<file path="src/gpb_pkg.sv">
// ---------------------------------------------------------------------------
// gpb_pkg
// Shared constants, register codes and word types of the glyph pixel blitter.
// ---------------------------------------------------------------------------
package gpb_pkg;

  localparam int GLYPH_WIDTH  = 8;
  localparam int GLYPH_HEIGHT = 16;
  localparam int MAX_MAGNIFY  = 8;

  localparam int QUEUE_DEPTH  = 2;
  localparam int QPTR_W       = (QUEUE_DEPTH > 1) ? $clog2(QUEUE_DEPTH) : 1;

  // register indexes on the configuration channel
  typedef enum logic [2:0] {
    REG_CANVAS_WIDTH   = 3'd0,
    REG_CANVAS_HEIGHT  = 3'd1,
    REG_ROW_STRIDE     = 3'd2,
    REG_BITS_PER_PIXEL = 3'd3,
    REG_FLIP_VERTICAL  = 3'd4,
    REG_FLIP_HORIZ     = 3'd5,
    REG_MSB_FIRST      = 3'd6,
    REG_TRANSPARENT    = 3'd7
  } cfg_reg_t;

  localparam logic [10:0] RST_CANVAS_WIDTH  = 11'd400;
  localparam logic [10:0] RST_CANVAS_HEIGHT = 11'd300;
  localparam logic [10:0] RST_ROW_STRIDE    = 11'd50;
  localparam logic [3:0]  RST_BPP           = 4'd1;
  localparam logic [7:0]  RST_TRANSPARENT   = 8'd255;

  typedef struct packed {
    logic [10:0] width;
    logic [10:0] height;
    logic [10:0] stride;
    logic [3:0]  bpp;
    logic        flip_v;
    logic        flip_h;
    logic        msb_first;
    logic [7:0]  transparent;
  } cfg_t;

  // one classified glyph pixel: square origin and surviving row/column spans
  typedef struct packed {
    logic signed [12:0] row0;
    logic signed [12:0] col0;
    logic [2:0]         row_lo;
    logic [2:0]         row_hi;
    logic [2:0]         col_lo;
    logic [2:0]         col_hi;
    logic [7:0]         color;
  } entry_t;

endpackage

</file>
<file path="src/gpb_front.sv">
// ---------------------------------------------------------------------------
// gpb_front
// Accepts glyph pixels, drops empty ones, works out the clipped square span.
// ---------------------------------------------------------------------------
module gpb_front (
  input  logic                 start,
  output logic                 busy,
  input  logic signed [10:0]   origin_x,
  input  logic signed [10:0]   origin_y,
  input  logic [3:0]           glyph_row,
  input  logic [2:0]           glyph_col,
  input  logic                 pixel_on,
  input  logic [7:0]           fore_color,
  input  logic [7:0]           back_color,
  input  logic [3:0]           magnify,
  input  gpb_pkg::cfg_t        cfg,
  input  logic                 q_full,
  output logic                 q_push,
  output gpb_pkg::entry_t      q_din
);

  typedef struct packed {
    logic       ok;
    logic [2:0] lo;
    logic [2:0] hi;
  } span_t;

  // offsets mr in 0..mag-1 with 0 <= base+mr < limit form one run
  function automatic span_t span(input logic signed [12:0] base,
                                 input logic [10:0] limit,
                                 input logic [3:0] mag);
    logic signed [13:0] lo;
    logic signed [13:0] hi;
    logic signed [13:0] hi_mag;
    logic signed [13:0] hi_lim;
    span_t s;
    lo     = (base < 0) ? -14'(base) : 14'sd0;
    hi_mag = $signed({10'b0, mag}) - 14'sd1;
    hi_lim = $signed({3'b0, limit}) - 14'sd1 - 14'(base);
    hi     = (hi_mag < hi_lim) ? hi_mag : hi_lim;
    s.ok   = (mag != 4'd0) && (lo <= hi);
    s.lo   = lo[2:0];
    s.hi   = hi[2:0];
    return s;
  endfunction

  logic [3:0]         mag_eff;
  logic [7:0]         prod_r;
  logic [6:0]         prod_c;
  logic signed [12:0] row0;
  logic signed [12:0] col0;
  logic [7:0]         color;
  logic               in_cell;
  span_t              rspan;
  span_t              cspan;

  assign busy    = q_full;
  assign mag_eff = (magnify > 4'(gpb_pkg::MAX_MAGNIFY)) ? 4'(gpb_pkg::MAX_MAGNIFY) : magnify;
  assign prod_r  = glyph_row * mag_eff;
  assign prod_c  = glyph_col * mag_eff;
  assign row0    = $signed({5'b0, prod_r}) + 13'(origin_y);
  assign col0    = $signed({6'b0, prod_c}) + 13'(origin_x);
  assign color   = pixel_on ? fore_color : back_color;
  assign in_cell = (6'(glyph_row) < 6'(gpb_pkg::GLYPH_HEIGHT)) &&
                   (6'(glyph_col) < 6'(gpb_pkg::GLYPH_WIDTH));
  assign rspan   = span(row0, cfg.height, mag_eff);
  assign cspan   = span(col0, cfg.width, mag_eff);

  always_comb begin
    q_push        = start && !q_full && in_cell && (color != cfg.transparent) &&
                    rspan.ok && cspan.ok;
    q_din.row0    = row0;
    q_din.col0    = col0;
    q_din.row_lo  = rspan.lo;
    q_din.row_hi  = rspan.hi;
    q_din.col_lo  = cspan.lo;
    q_din.col_hi  = cspan.hi;
    q_din.color   = color;
  end

endmodule

</file>
<file path="src/gpb_queue.sv">
// ---------------------------------------------------------------------------
// gpb_queue
// Short first-in first-out queue between the front and the back.
// ---------------------------------------------------------------------------
module gpb_queue (
  input  logic            clk,
  input  logic            rst,
  input  logic            push,
  input  gpb_pkg::entry_t din,
  input  logic            pop,
  output gpb_pkg::entry_t dout,
  output logic            not_empty,
  output logic            full
);

  localparam int CNT_W = $clog2(gpb_pkg::QUEUE_DEPTH + 1);

  gpb_pkg::entry_t              mem [gpb_pkg::QUEUE_DEPTH];
  logic [gpb_pkg::QPTR_W-1:0]   wr_ptr;
  logic [gpb_pkg::QPTR_W-1:0]   rd_ptr;
  logic [CNT_W-1:0]             count;

  assign not_empty = (count != '0);
  assign full      = (count == CNT_W'(gpb_pkg::QUEUE_DEPTH));
  assign dout      = mem[rd_ptr];

  function automatic logic [gpb_pkg::QPTR_W-1:0] incr(input logic [gpb_pkg::QPTR_W-1:0] p);
    return (p == gpb_pkg::QPTR_W'(gpb_pkg::QUEUE_DEPTH - 1)) ? '0 : p + 1'b1;
  endfunction

  always_ff @(posedge clk) begin
    if (push) begin
      mem[wr_ptr] <= din;
    end
  end

  always_ff @(posedge clk) begin
    if (rst) begin
      wr_ptr <= '0;
      rd_ptr <= '0;
      count  <= '0;
    end else begin
      if (push) begin
        wr_ptr <= incr(wr_ptr);
      end
      if (pop) begin
        rd_ptr <= incr(rd_ptr);
      end
      case ({push, pop})
        2'b10:   count <= count + 1'b1;
        2'b01:   count <= count - 1'b1;
        default: count <= count;
      endcase
    end
  end

endmodule

</file>
<file path="src/gpb_back.sv">
// ---------------------------------------------------------------------------
// gpb_back
// Walks the surviving square one pixel a cycle and formats the masked writes.
// ---------------------------------------------------------------------------
module gpb_back (
  input  logic            clk,
  input  logic            rst,
  input  gpb_pkg::cfg_t   cfg,
  input  logic            q_valid,
  input  gpb_pkg::entry_t q_dout,
  output logic            q_pop,
  output logic            write_strobe,
  output logic [19:0]     byte_address,
  output logic [7:0]      bit_mask,
  output logic [7:0]      write_bits,
  output logic            last
);

  // walker
  gpb_pkg::entry_t cur;
  logic            active;
  logic [2:0]      mr;
  logic [2:0]      mc;
  logic            row_end;
  logic            done;

  // stage 1: mirrored canvas position
  logic            s1_valid;
  logic [10:0]     s1_row;
  logic [10:0]     s1_col;
  logic [7:0]      s1_color;
  logic            s1_last;

  logic signed [12:0] r_sum;
  logic signed [12:0] c_sum;
  logic [10:0]        r_next;
  logic [10:0]        c_next;

  // stage 2 terms
  logic [3:0]         bpp;
  logic [7:0]         pmask;
  logic [13:0]        bitpos;
  logic [21:0]        addr_full;
  logic signed [4:0]  pos;

  function automatic logic [7:0] place(input logic [7:0] v, input logic signed [4:0] p);
    logic [15:0] wide;
    logic [3:0]  amt;
    wide = 16'(v);
    if (p >= 0) begin
      amt = 4'(p);
      return 8'(wide << amt);
    end else begin
      amt = 4'(-p);
      return 8'(wide >> amt);
    end
  endfunction

  assign row_end = (mc == cur.col_hi);
  assign done    = active && row_end && (mr == cur.row_hi);
  assign q_pop   = q_valid && (!active || done);

  always_ff @(posedge clk) begin
    if (rst) begin
      active <= 1'b0;
    end else if (q_pop) begin
      active <= 1'b1;
    end else if (done) begin
      active <= 1'b0;
    end
  end

  always_ff @(posedge clk) begin
    if (q_pop) begin
      cur <= q_dout;
      mr  <= q_dout.row_lo;
      mc  <= q_dout.col_lo;
    end else if (active) begin
      if (row_end) begin
        mr <= mr + 1'b1;
        mc <= cur.col_lo;
      end else begin
        mc <= mc + 1'b1;
      end
    end
  end

  assign r_sum  = cur.row0 + $signed({10'b0, mr});
  assign c_sum  = cur.col0 + $signed({10'b0, mc});
  assign r_next = cfg.flip_v ? (cfg.height - r_sum[10:0] - 11'd1) : r_sum[10:0];
  assign c_next = cfg.flip_h ? (cfg.width - c_sum[10:0] - 11'd1) : c_sum[10:0];

  always_ff @(posedge clk) begin
    if (rst) begin
      s1_valid <= 1'b0;
    end else begin
      s1_valid <= active;
    end
  end

  always_ff @(posedge clk) begin
    s1_row   <= r_next;
    s1_col   <= c_next;
    s1_color <= cur.color;
    s1_last  <= done;
  end

  // depth 0 acts as 1, above 8 as 8
  assign bpp       = (cfg.bpp == 4'd0) ? 4'd1 : ((cfg.bpp > 4'd8) ? 4'd8 : cfg.bpp);
  assign pmask     = 8'((9'd1 << bpp) - 9'd1);
  assign bitpos    = s1_col * bpp;
  assign addr_full = (s1_row * cfg.stride) + 22'(bitpos[13:3]);
  assign pos       = cfg.msb_first ? (5'sd8 - $signed({2'b0, bitpos[2:0]}) -
                                      $signed({1'b0, bpp}))
                                   : $signed({2'b0, bitpos[2:0]});

  always_ff @(posedge clk) begin
    if (rst) begin
      write_strobe <= 1'b0;
    end else begin
      write_strobe <= s1_valid;
    end
  end

  always_ff @(posedge clk) begin
    byte_address <= addr_full[19:0];
    bit_mask     <= place(pmask, pos);
    write_bits   <= place(s1_color & pmask, pos);
    last         <= s1_last;
  end

endmodule

</file>
<file path="src/glyph_pixel_blitter.sv">
// ---------------------------------------------------------------------------
// glyph_pixel_blitter
// Magnified glyph pixel writer: one glyph pixel in, masked byte writes out.
// ---------------------------------------------------------------------------
// Use:
//   A glyph pixel word is taken at a clock edge with start high and busy low.
//   busy only rises while the two-word queue between front and back is full.
//   The front classifies the word in the cycle it is taken: transparent,
//   zero-magnify, out-of-cell and fully clipped pixels are dropped there.
//   The back walks the clipped square row by row, one canvas pixel a cycle,
//   and emits a write word (byte_address, bit_mask, write_bits, last) for one
//   cycle with write_strobe high; last marks the final word of a pixel.
//   With the back idle, the taken pixel is popped from the queue into the
//   walker and passes the position and format registers before write_strobe
//   rises. The back spends a pixel's walk only on its surviving canvas
//   pixels, so an unclipped square of magnify * magnify pixels (one to 64)
//   takes longest; dropped pixels never reach the back and pass at one a
//   cycle while the queue has room.
//   The back walker, running one position a cycle, sets the sustained rate.
//   The receiver cannot stall: every write word must be taken as shown.
//   Configuration: cfg_valid/cfg_index/cfg_data, always ready; write only
//   while idle. Reset clears the queue and walker and loads register defaults.
// ---------------------------------------------------------------------------
module glyph_pixel_blitter (
  input  logic                clk,
  input  logic                rst,
  // pixel channel
  input  logic                start,
  output logic                busy,
  input  logic signed [10:0]  origin_x,
  input  logic signed [10:0]  origin_y,
  input  logic [3:0]          glyph_row,
  input  logic [2:0]          glyph_col,
  input  logic                pixel_on,
  input  logic [7:0]          fore_color,
  input  logic [7:0]          back_color,
  input  logic [3:0]          magnify,
  // configuration channel
  input  logic                cfg_valid,
  output logic                cfg_ready,
  input  logic [2:0]          cfg_index,
  input  logic [10:0]         cfg_data,
  // write channel
  output logic                write_strobe,
  output logic [19:0]         byte_address,
  output logic [7:0]          bit_mask,
  output logic [7:0]          write_bits,
  output logic                last
);

  gpb_pkg::cfg_t   cfg;
  gpb_pkg::entry_t q_din;
  gpb_pkg::entry_t q_dout;
  logic            q_push;
  logic            q_pop;
  logic            q_valid;
  logic            q_full;

  // register file: writes always taken
  assign cfg_ready = 1'b1;

  always_ff @(posedge clk) begin
    if (rst) begin
      cfg.width       <= gpb_pkg::RST_CANVAS_WIDTH;
      cfg.height      <= gpb_pkg::RST_CANVAS_HEIGHT;
      cfg.stride      <= gpb_pkg::RST_ROW_STRIDE;
      cfg.bpp         <= gpb_pkg::RST_BPP;
      cfg.flip_v      <= 1'b0;
      cfg.flip_h      <= 1'b0;
      cfg.msb_first   <= 1'b1;
      cfg.transparent <= gpb_pkg::RST_TRANSPARENT;
    end else if (cfg_valid && cfg_ready) begin
      case (gpb_pkg::cfg_reg_t'(cfg_index))
        gpb_pkg::REG_CANVAS_WIDTH:   cfg.width       <= cfg_data;
        gpb_pkg::REG_CANVAS_HEIGHT:  cfg.height      <= cfg_data;
        gpb_pkg::REG_ROW_STRIDE:     cfg.stride      <= cfg_data;
        gpb_pkg::REG_BITS_PER_PIXEL: cfg.bpp         <= cfg_data[3:0];
        gpb_pkg::REG_FLIP_VERTICAL:  cfg.flip_v      <= cfg_data[0];
        gpb_pkg::REG_FLIP_HORIZ:     cfg.flip_h      <= cfg_data[0];
        gpb_pkg::REG_MSB_FIRST:      cfg.msb_first   <= cfg_data[0];
        gpb_pkg::REG_TRANSPARENT:    cfg.transparent <= cfg_data[7:0];
        default: ;
      endcase
    end
  end

  // front: classify and clip spans
  gpb_front u_front (
    .start      (start),
    .busy       (busy),
    .origin_x   (origin_x),
    .origin_y   (origin_y),
    .glyph_row  (glyph_row),
    .glyph_col  (glyph_col),
    .pixel_on   (pixel_on),
    .fore_color (fore_color),
    .back_color (back_color),
    .magnify    (magnify),
    .cfg        (cfg),
    .q_full     (q_full),
    .q_push     (q_push),
    .q_din      (q_din)
  );

  gpb_queue u_queue (
    .clk       (clk),
    .rst       (rst),
    .push      (q_push),
    .din       (q_din),
    .pop       (q_pop),
    .dout      (q_dout),
    .not_empty (q_valid),
    .full      (q_full)
  );

  // back: square walk, mirroring, address and mask formatting
  gpb_back u_back (
    .clk          (clk),
    .rst          (rst),
    .cfg          (cfg),
    .q_valid      (q_valid),
    .q_dout       (q_dout),
    .q_pop        (q_pop),
    .write_strobe (write_strobe),
    .byte_address (byte_address),
    .bit_mask     (bit_mask),
    .write_bits   (write_bits),
    .last         (last)
  );

endmodule

</file>
<file path="config.mk">
export PLATFORM = sky130hd
export DESIGN_NAME = glyph_pixel_blitter
export DESIGN_NICKNAME = d
export VERILOG_FILES = /design/src/gpb_pkg.sv /design/src/gpb_front.sv /design/src/gpb_queue.sv /design/src/gpb_back.sv /design/src/glyph_pixel_blitter.sv
export SDC_FILE = /design/constraint.sdc
export NUM_CORES = 1
export LEC_CHECK = 0
export BUFFER_PORTS_ARGS = -buffer_cell sky130_fd_sc_hd__buf_2
export CAP_MARGIN = 20
export CORE_MARGIN = 4
export CORE_UTILIZATION = 50
export DETAILED_ROUTE_END_ITERATION = 7
export GPL_TIMING_DRIVEN = 0
export PLACE_DENSITY = 0.67
export SKIP_LAST_GASP = 1
export SYNTH_ARGS = -nofsm -noshare
export SYNTH_HDL_FRONTEND = slang
export SYNTH_SLANG_ARGS = --single-unit
</file>
<file path="constraint.sdc">
create_clock -name clk -period 18.25 [get_ports clk]
set_input_delay 0.9125 -clock clk [delete_from_list [all_inputs] [get_ports clk]]
set_output_delay 0.9125 -clock clk [all_outputs]
set_load 0.05 [all_outputs]
</file>
**After elaboration in Yosys (flattened, before gate mapping)**

Memories as Yosys holds them, arrays and structs flattened. A register that Yosys moved wholly into a read port is not among the register bits.
Index checks and enable logic that the tools add are counted.
W data, S select, Z words.

- Register bits after elaboration: 168
- Input bits: 68
- Output and inout port bits: 40
- Word-level logic and storage cells: 146
- Memory bits (writable): 92
- Memories kept: 1

- Bitwise operators: 1
- $add $sub $neg: 26
- Muxes and demuxes: 28
- Order comparisons: 9
- Multiply operators: 4
- Eq/ne operators: 13
- Reductions and logical operators: 29
- Shift operators: 5

Memories:

| memory | words | width | rd ports | clocked after memory_dff | write ports | RTL line | text |
|---|---|---|---|---|---|---|---|
| u_queue.mem | 2 | 46 | 1 | 1 | 1 | gpb_queue.sv:18 | `gpb_pkg::entry_t mem [gpb_pkg::QUEUE_DEPTH];` |

Operators with widths:

| cell | number |
|---|---|
| $mux W14 | 4 |
| $le A14 B14 Y1 | 2 |
| $lt A14 B14 Y1 | 2 |
| $neg A12 Y14 | 2 |
| $sub A12 B12 Y13 | 2 |
| $lt A12 B1 Y1 const B | 2 |
| $mux W8 | 3 |
| $sub A11 B1 Y12 const B | 2 |
| $add A11 B4 Y11 | 2 |
| $mux W11 | 2 |
| $sub A11 B1 Y11 const B | 2 |
| $sub A11 B11 Y11 | 2 |
| $add A20 B11 Y20 | 1 |
| $mul A11 B11 Y20 | 1 |
| $mux W3 | 6 |
| $reduce_and A2 Y1 | 9 |
| $shl A8 B4 Y8 | 2 |
| $shr A8 B4 Y8 | 2 |
| $mul A11 B4 Y14 | 1 |
| $add A8 B11 Y12 | 1 |
| $add A9 B11 Y12 | 1 |
| $eq A3 B3 Y1 const B | 4 |
| $mux W4 | 3 |
| $reduce_bool A2 Y1 | 5 |
| 30 further kinds | 52 |

**Depth between registers and ports, before layout**

Gate-level depths: netlist of the first run.

- Depth in word-level cells: 13
- Mapped depth: 42
- Gate-level depth less buffers: 39

**Modules after synthesis**

Synthesis of the first run repeated with hierarchy kept, for this count alone.

- Cells, all modules: 2303
- Area total of the unflattened synthesis: 22074.9 um^2

By module, submodules not included:

| module | times used | seq. area each (um^2) | cells an instance | area an instance (um^2) |
|---|---|---|---|---|
| gpb_back | 1 | 2772.7 | 1237 | 11183.2 |
| gpb_front | 1 | 0.0 | 709 | 5375.2 |
| gpb_queue | 1 | 2862.7 | 165 | 3523.4 |
| glyph_pixel_blitter | 1 | 960.9 | 192 | 1993.2 |

**Worst setup path before layout of the first run**

No wires, ideal clock.

- Kind: input-to-reg
- Start point: input magnify[3]
- End point: memory u_queue.mem[0][0] in the netlist's numbering, enable pin
- Cell stages on the path: 29
- Buffers on the path: 2
- Data arrival time: 12321 ps
- Setup slack: 5383 ps
- Cells stage by stage: clkbuf_1 nor2b_1 nand2_1 fa_1 inv_1 fa_1 ha_1 a21o_1 a21oi_1 xnor2_1 ha_1 o311ai_0 inv_1 ha_1 or4_1 o22a_1 and4_1 nor3_1 ha_1 and4_1 a221o_1 a41oi_4 buf_12 mux2_4 ha_1 nand4_1 o41ai_1 a211oi_1 nor4_1

RTL lines:

| item | RTL line | text |
|---|---|---|
| start, declared | glyph_pixel_blitter.sv:37 | `input logic [3:0] magnify,` |
| end, declared | gpb_queue.sv:18 |  |

==> results.toml, run 1 <==
[outcome]
outcome = "finished, final reports clean"

[timing]
max_freq_mhz = 94.9
slew_headroom_pct = 41.5
fin_crit_ps = 10540
worst_clock_skew_ps = 14.8
final-max-slew-violation-count = 0
worst_pin_slew_ps = 870
rsz0062_at_grt = "false"
period_share_pct = 57.7
hold_violations = 0
setup_violations = 0
fin_tns_setup_ps = 0

[critical_path]
worstSetupPathDepth = 36
slowest_stage = "nor4_2"
startpoint_type = "primary input"
end_kind = "flip-flop"
cp_top_family = "simple AND/OR/NAND/NOR gates"
worstPathArrival_ps = 10820
path_class = "in2reg"
worstPathMaxFanout = 10
r2r_slack_ps = 8840
r2r_end = "u_back.byte_address[19]"
cp.required_ps = 18530
crit_start = "magnify[3]"
r2r_cells = 31
critPathMaxStageDelay_ps = 790
crit_end = "u_queue.mem[0][4]"
cp_num_buf_inv = 10
crit_path_frequent_cell = "ha_1"
worstReg2RegStart = "cfg[14]"

[global_route]
antenna_found_initial = 0
grt_pass1_wl_um = 80000
grt-ovfl-total = 0
grtUsageTotal_pct = 21.2
grt_max_degree = 41
grt_pass1_vias = 16300

[placed_design]
gp_congestion = 0.870
dp_hpwl_um = 39400
dpl_cell_area_um2 = 22500
dp_cells = 2908
io_buffer_count = 103

[power_and_ir_drop]
p_seq_share_pct = 21.3
p_switching_w = 0.00181
p_sw_share_pct = 45.1
p_clk_share_pct = 14.4
leakagePower_nw = 10.4
pwr-share-comb_pct = 64.4
ir_drop_v = 0.000173
p_per_area_nw_per_um2 = 171
internal_power_w = 0.00220

[finish]
nFillCells = 3774
drive_gt1_share_pct = 10.9
mostFrequentLayoutCells = "nand2_1, inv_1, ha_1"
fin_nets = 2811
area_growth_pct = 10.6
stdcell_area_um2 = 23400
finalNonFillerCells = 2962
final_common_cell = "nand2_1"
num_antenna_cells = 0

[die]
core_um2 = 41900
die-width_um = 214
initial_core_util_pct = 50.5
die_y_um = 214
dieArea_um2 = 45700
core.rowCount = 75
io_pins = 108

[yosys]
synth_seq_cells = 253
yosysSeqAreaShare_pct = 30.0
synth_cell_types = 79
synth_edf_count = 129
ys.flop_type = "edfxtp_1"
syn-cell-area_um2 = 21200
ys_warn_count = 0
yosys.area.top_type = "edfxtp_1"
syn_inst = 2254
synthArstFlopShare_pct = 0
synth_top_area_share_pct = 18.3
avgSynthCellArea_um2 = 9.40
yosys-top-cells-area = "edfxtp_1, ha_1, dfxtp_1"

[clocking]
clockBufferDepth = 3
htreeDepth = 1
cts.sinks = 253
path_clk_slew_ps = 60
cts_root_buffer = "clkbuf_16"
cts_resized = 0
numCtsBuffers = 28
cts_tree = "done"
hold_buffers = 0
clk_latency_ps = 580
postCtsSetupBuffers = 0

[routing]
dr.pass1.iters = 7
drc = 0
viasPerCell = 5.49
postRouteAntennaNets = 0
drt-initial-drc-count = 865
wl_um = 48600
num_vias = 16300
post_drt_wl_per_cell_um = 16.4

[worst_hold_path]
hold_path_class = "reg2reg"

[flow_run]
max_cap_violations = 0
-- cells in the mapped netlist (45+ instances only) --
master,number
a21oi_1,112
and2_1,97
clkbuf_1,66
dfxtp_1,124
edfxtp_1,129
fa_1,124
ha_1,218
inv_1,234
mux2_2,67
nand2_1,275
nor2_1,117
o21a_1,45
o21ai_0,70
xnor2_1,76
xor2_1,56
-- routing by layer --
| layer | share of wire, % | routed length (µm) | vias up | global-route usage, % |
|---|---|---|---|---|
| li1 | - | - | 8041 | - |
| met1 | 45 | 21600 | 7765 | 28.3 |
| met2 | 48 | 23500 | 383 | 37.1 |
| met3 | 4.6 | 2240 | 80 | 2.15 |
| met4 | 2.6 | 1250 | 0 | 6.00 |
| met5 | 0 | 0 | - | 0 |
-- power groups by stage --
stage	clock network (W)	logic, W	registers [W]
floorplan	0	0.00193	0.000948
global placement	0	0.00250	0.000864
detailed placement	0	0.00257	0.000866
CTS	0.000591	0.00259	0.000854
global route	0.000614	0.00291	0.000867
finish	0.000576	0.00258	0.000853
-- worst min path at each step --
stage / cells past startpoint / endpoint / start / slack [ps]
6_report: 0 / u_back.s1_color[6] / u_back.cur[6] / 340
5_1_grt: 0 / u_back.s1_color[7] / u_back.cur[7] / 360
4_1_cts: 0 / u_back.s1_color[1] / u_back.cur[1] / 340
3_5_place_dp: 0 / u_back.s1_color[6] / u_back.cur[6] / 330
3_3_place_gp: 0 / u_back.s1_color[7] / u_back.cur[7] / 320
2_1_floorplan: 0 / u_back.last / u_back.s1_last / 310
-- worst reg2reg max path, delay by kind of cell (launching register included) --
family                     cells  cell delay, ps
adders and majority gates      8            3740
AOI/OAI and AO/OA              8            1780
buffers and inverters          8            1650
and+or+nand+nor                5            1520
xor gates and xnor gates       2             350
DFF                            1             300
-- cells by family (layout without fill, tap and decap cells) --
| family | count (synthesis) | count (layout) | synth area share, % |
|---|---|---|---|
| compound gates | 403 | 403 | 12.6 |
| flops | 253 | 253 | 30.0 |
| xor+xnor | 132 | 132 | 5.46 |
| fa+ha+maj | 342 | 342 | 24.6 |
| mux | 97 | 97 | 5.22 |
| buf+inv | 313 | 476 | 5.68 |
| simple gates | 712 | 712 | 16.4 |
| other cells | 2 | 8 | 0.0355 |
-- area by class of cell --
type                       count  area (µm²)  share of cell area, %
buffer                        79         325                   1.39
clock inverter                13         176                  0.753
tap                          539         674                   2.88
multi-input combinational   1694       13600                   58.3
timing repair buffer         111         583                   2.49
inverter                     234         878                   3.75
sequential                   253        6360                   27.1
clock buffer                  39         779                   3.33
-- state kept, by name, indices dropped and copies added, names as in the netlist, named ones only --
signal	flops
u_back.mc	3
u_back.mr	3
u_back.s1_col	11
u_back.s1_color	8
u_queue.mem	84
u_back.bit_mask	8
cfg	48
u_back.byte_address	20
u_back.s1_valid	1
u_back.active	1
u_queue.rd_ptr	1
u_back.cur	39
u_back.write_strobe	1
u_back.write_bits	8
u_back.last	1
u_back.s1_row	11
u_queue.count	2
u_queue.wr_ptr	1
u_back.s1_last	1
-- metrics by stage --
stage / hold slack (ps) / worst slack, ps / utilization [%] / power (W)
3_3_place_gp: 324 / 1740 / 53.4 / 0.00337
6_report: 341 / 7710 / 55.8 / 0.00401
3_5_place_dp: 328 / 6650 / 53.5 / 0.00344
4_1_cts: 343 / 7220 / 55.8 / 0.00403
5_1_grt: 359 / 6920 / 55.8 / 0.00439
2_1_floorplan: 310 / 5380 / - / 0.00288
Power figures use the tool's default switching activity.
==> run 2, diff against run 1 <==
PLACE_DENSITY = 0.7   (was 0.67)
clock period = 9.4 ns   (was 18.25 ns; I/O delays follow)
==> run 2 against run 1 <==
Cell count is 0.14% lower. Wire length increased by 1.1%. Flip-flop and latch count unchanged. Core utilization is 0.26 points higher. Register-to-register slack worse by 8400 ps. Total power up 96%. Die area unchanged. Count of clock-buffer cells in the layout decreased by 8. Worst setup slack got worse by 7300 ps. Global-route usage increased by 0.30 points. Clock power rose by 96%. Highest routed layer unchanged.
==> results.toml, run 2 (same netlist as run 1, synthesis figures left out) <==
[clocking]
clockBufferDepth = 3
path_clk_slew_ps = 70
hold_buffers = 0
cts_tree = "done"
htreeDepth = 1
cts.sinks = 253
cts_root_buffer = "clkbuf_16"
numCtsBuffers = 27
clk_latency_ps = 570

[critical_path]
cp.required_ps = 9890
worstPathArrival_ps = 9480
worstSetupPathDepth = 37
worstReg2RegStart = "cfg[14]"
path_class = "in2reg"
r2r_cells = 30
r2r_end = "u_back.byte_address[19]"
startpoint_type = "primary input"
crit_path_frequent_cell = "ha_1"
critPathMaxStageDelay_ps = 530
cp_num_buf_inv = 7
end_kind = "flip-flop"
worstPathMaxFanout = 10
crit_end = "u_queue.count[1]"
crit_start = "magnify[3]"
r2r_slack_ps = 420
cp_top_family = "adder cells"
slowest_stage = "fa_1"

[power_and_ir_drop]
leakagePower_nw = 10.4
p_seq_share_pct = 21.1
pwr-share-comb_pct = 64.5
p_clk_share_pct = 14.3
ir_drop_v = 0.000412
p_sw_share_pct = 45.3
p_per_area_nw_per_um2 = 334
internal_power_w = 0.00430
p_switching_w = 0.00355

[timing]
worst_pin_slew_ps = 1250
rsz0062_at_grt = "true"
hold_violations = 0
slew_headroom_pct = 16.2
hold_ws_ps = 207
final-max-slew-violation-count = 0
worst_clock_skew_ps = 26.6
setup_violations = 0
max_freq_mhz = 111
fin_crit_ps = 8990
period_share_pct = 95.6

[routing]
met3_length_um = 2250
num_vias = 16400
dr.pass1.iters = 5
highest_layer = "met4"
drc = 0
route.met2.wl_um = 23500
wl_met1_um = 22600
viasPerCell = 5.53
postRouteAntennaNets = 0
drt-initial-drc-count = 1008
post_drt_wl_per_cell_um = 16.6
wl_um = 49200

[placed_design]
gp_congestion = 0.876
io_buffer_count = 103
dp_hpwl_um = 39100
dpl_cell_area_um2 = 22500

[die]
io_pins = 108
core.rowCount = 75
die_y_um = 214
dieArea_um2 = 45700
initial_core_util_pct = 50.5
die-width_um = 214
core_um2 = 41900

[global_route]
grt_pass1_wl_um = 81100
grt_pass1_vias = 16400
grtUsageTotal_pct = 21.5
antenna_found_initial = 0
grt_max_degree = 41
grt-ovfl-total = 0

[worst_hold_path]
hp-start = "cfg_data[0]"
hold_path_class = "in2reg"

[finish]
area_growth_pct = 11.1
largest_register_ffs = 84
mostFrequentLayoutCells = "nand2_1, inv_1, ha_1"
reg_top3 = "u_queue.mem: 84 flops, cfg: 48 flops, u_back.cur: 39 flops"
final_common_cell = "nand2_1"
drive_gt1_share_pct = 11.9
num_antenna_cells = 0
top_register = "u_queue.mem"
fin_nets = 2808
nFillCells = 3651
stdcell_area_um2 = 23500
fin_util_pct = 56.1

[outcome]
outcome = "finished, final reports clean"

[flow_run]
max_cap_violations = 0
[run 2: worst min-delay path, delay by kind of cell]
| kind | cells | cell delay (ps) |
|---|---|---|
| AOI/OAI and AO/OA | 1 | 50 |
| buffers and inverters | 1 | 150 |
| and+or+nand+nor | 1 | 70 |
[run 2: how the worst min path moves through the flow]
stage | end | slack, ps | depth (start not counted)
2_1_floorplan | u_back.last | 310 | 0
3_3_place_gp | u_back.s1_color[7] | 320 | 0
3_5_place_dp | u_back.s1_color[1] | 330 | 0
4_1_cts | cfg[47] | 180 | 3
5_1_grt | cfg[47] | 200 | 3
6_report | cfg[15] | 210 | 3
[run 2: what timing repair did]
| item | CTS | global route |
|---|---|---|
| cloned | 0 | 0 |
| endpoints found under the hold margin | 0 | 0 |
| pin swaps | 0 | 3 |
| endpoints found under the setup margin | 44 | 87 |
| gates resized for setup | 5 | 25 |
| buffers inserted | 0 | 5 |
[run 2: metrics by stage]
step	setup slack (ps)	setup TNS, ps	total power [W]	cells
finish	411	0	0.00785	2958
global route	-80.8	-80.8	0.00859	2958
CTS	55.8	0	0.00784	2956
detailed placement	-887	-50090	0.00666	2906
global placement	-1790	-144660	0.00652	2902
floorplan	7.39	0	0.00560	2260
[run 2: routing by layer]
metal  vias to the layer above  global-route usage [%]
met5                         -                       0
met4                         0                    4.61
met3                        51                    2.33
met2                       382                    37.2
met1                      7894                    29.6
li1                       8045                       -
[run 2: final cells by class]
| class | count | area [µm²] | share of cell area [%] |
|---|---|---|---|
| multi-input cells | 1694 | 13800 | 58.5 |
| flip-flops and latches | 253 | 6360 | 27.0 |
| clock inverters | 19 | 246 | 1.05 |
| well taps | 539 | 674 | 2.87 |
| clock buffers | 31 | 691 | 2.93 |
| plain buffers | 76 | 319 | 1.36 |
| inverters | 234 | 878 | 3.73 |
| repair buffers | 112 | 607 | 2.58 |
[run 2: power groups by stage]
stage	sequential, W	clock (W)	combinational [W]
finish	0.00166	0.00113	0.00507
floorplan	0.00184	0	0.00376
detailed placement	0.00168	0	0.00498
CTS	0.00166	0.00115	0.00503
global placement	0.00167	0	0.00485
global route	0.00168	0.00120	0.00571
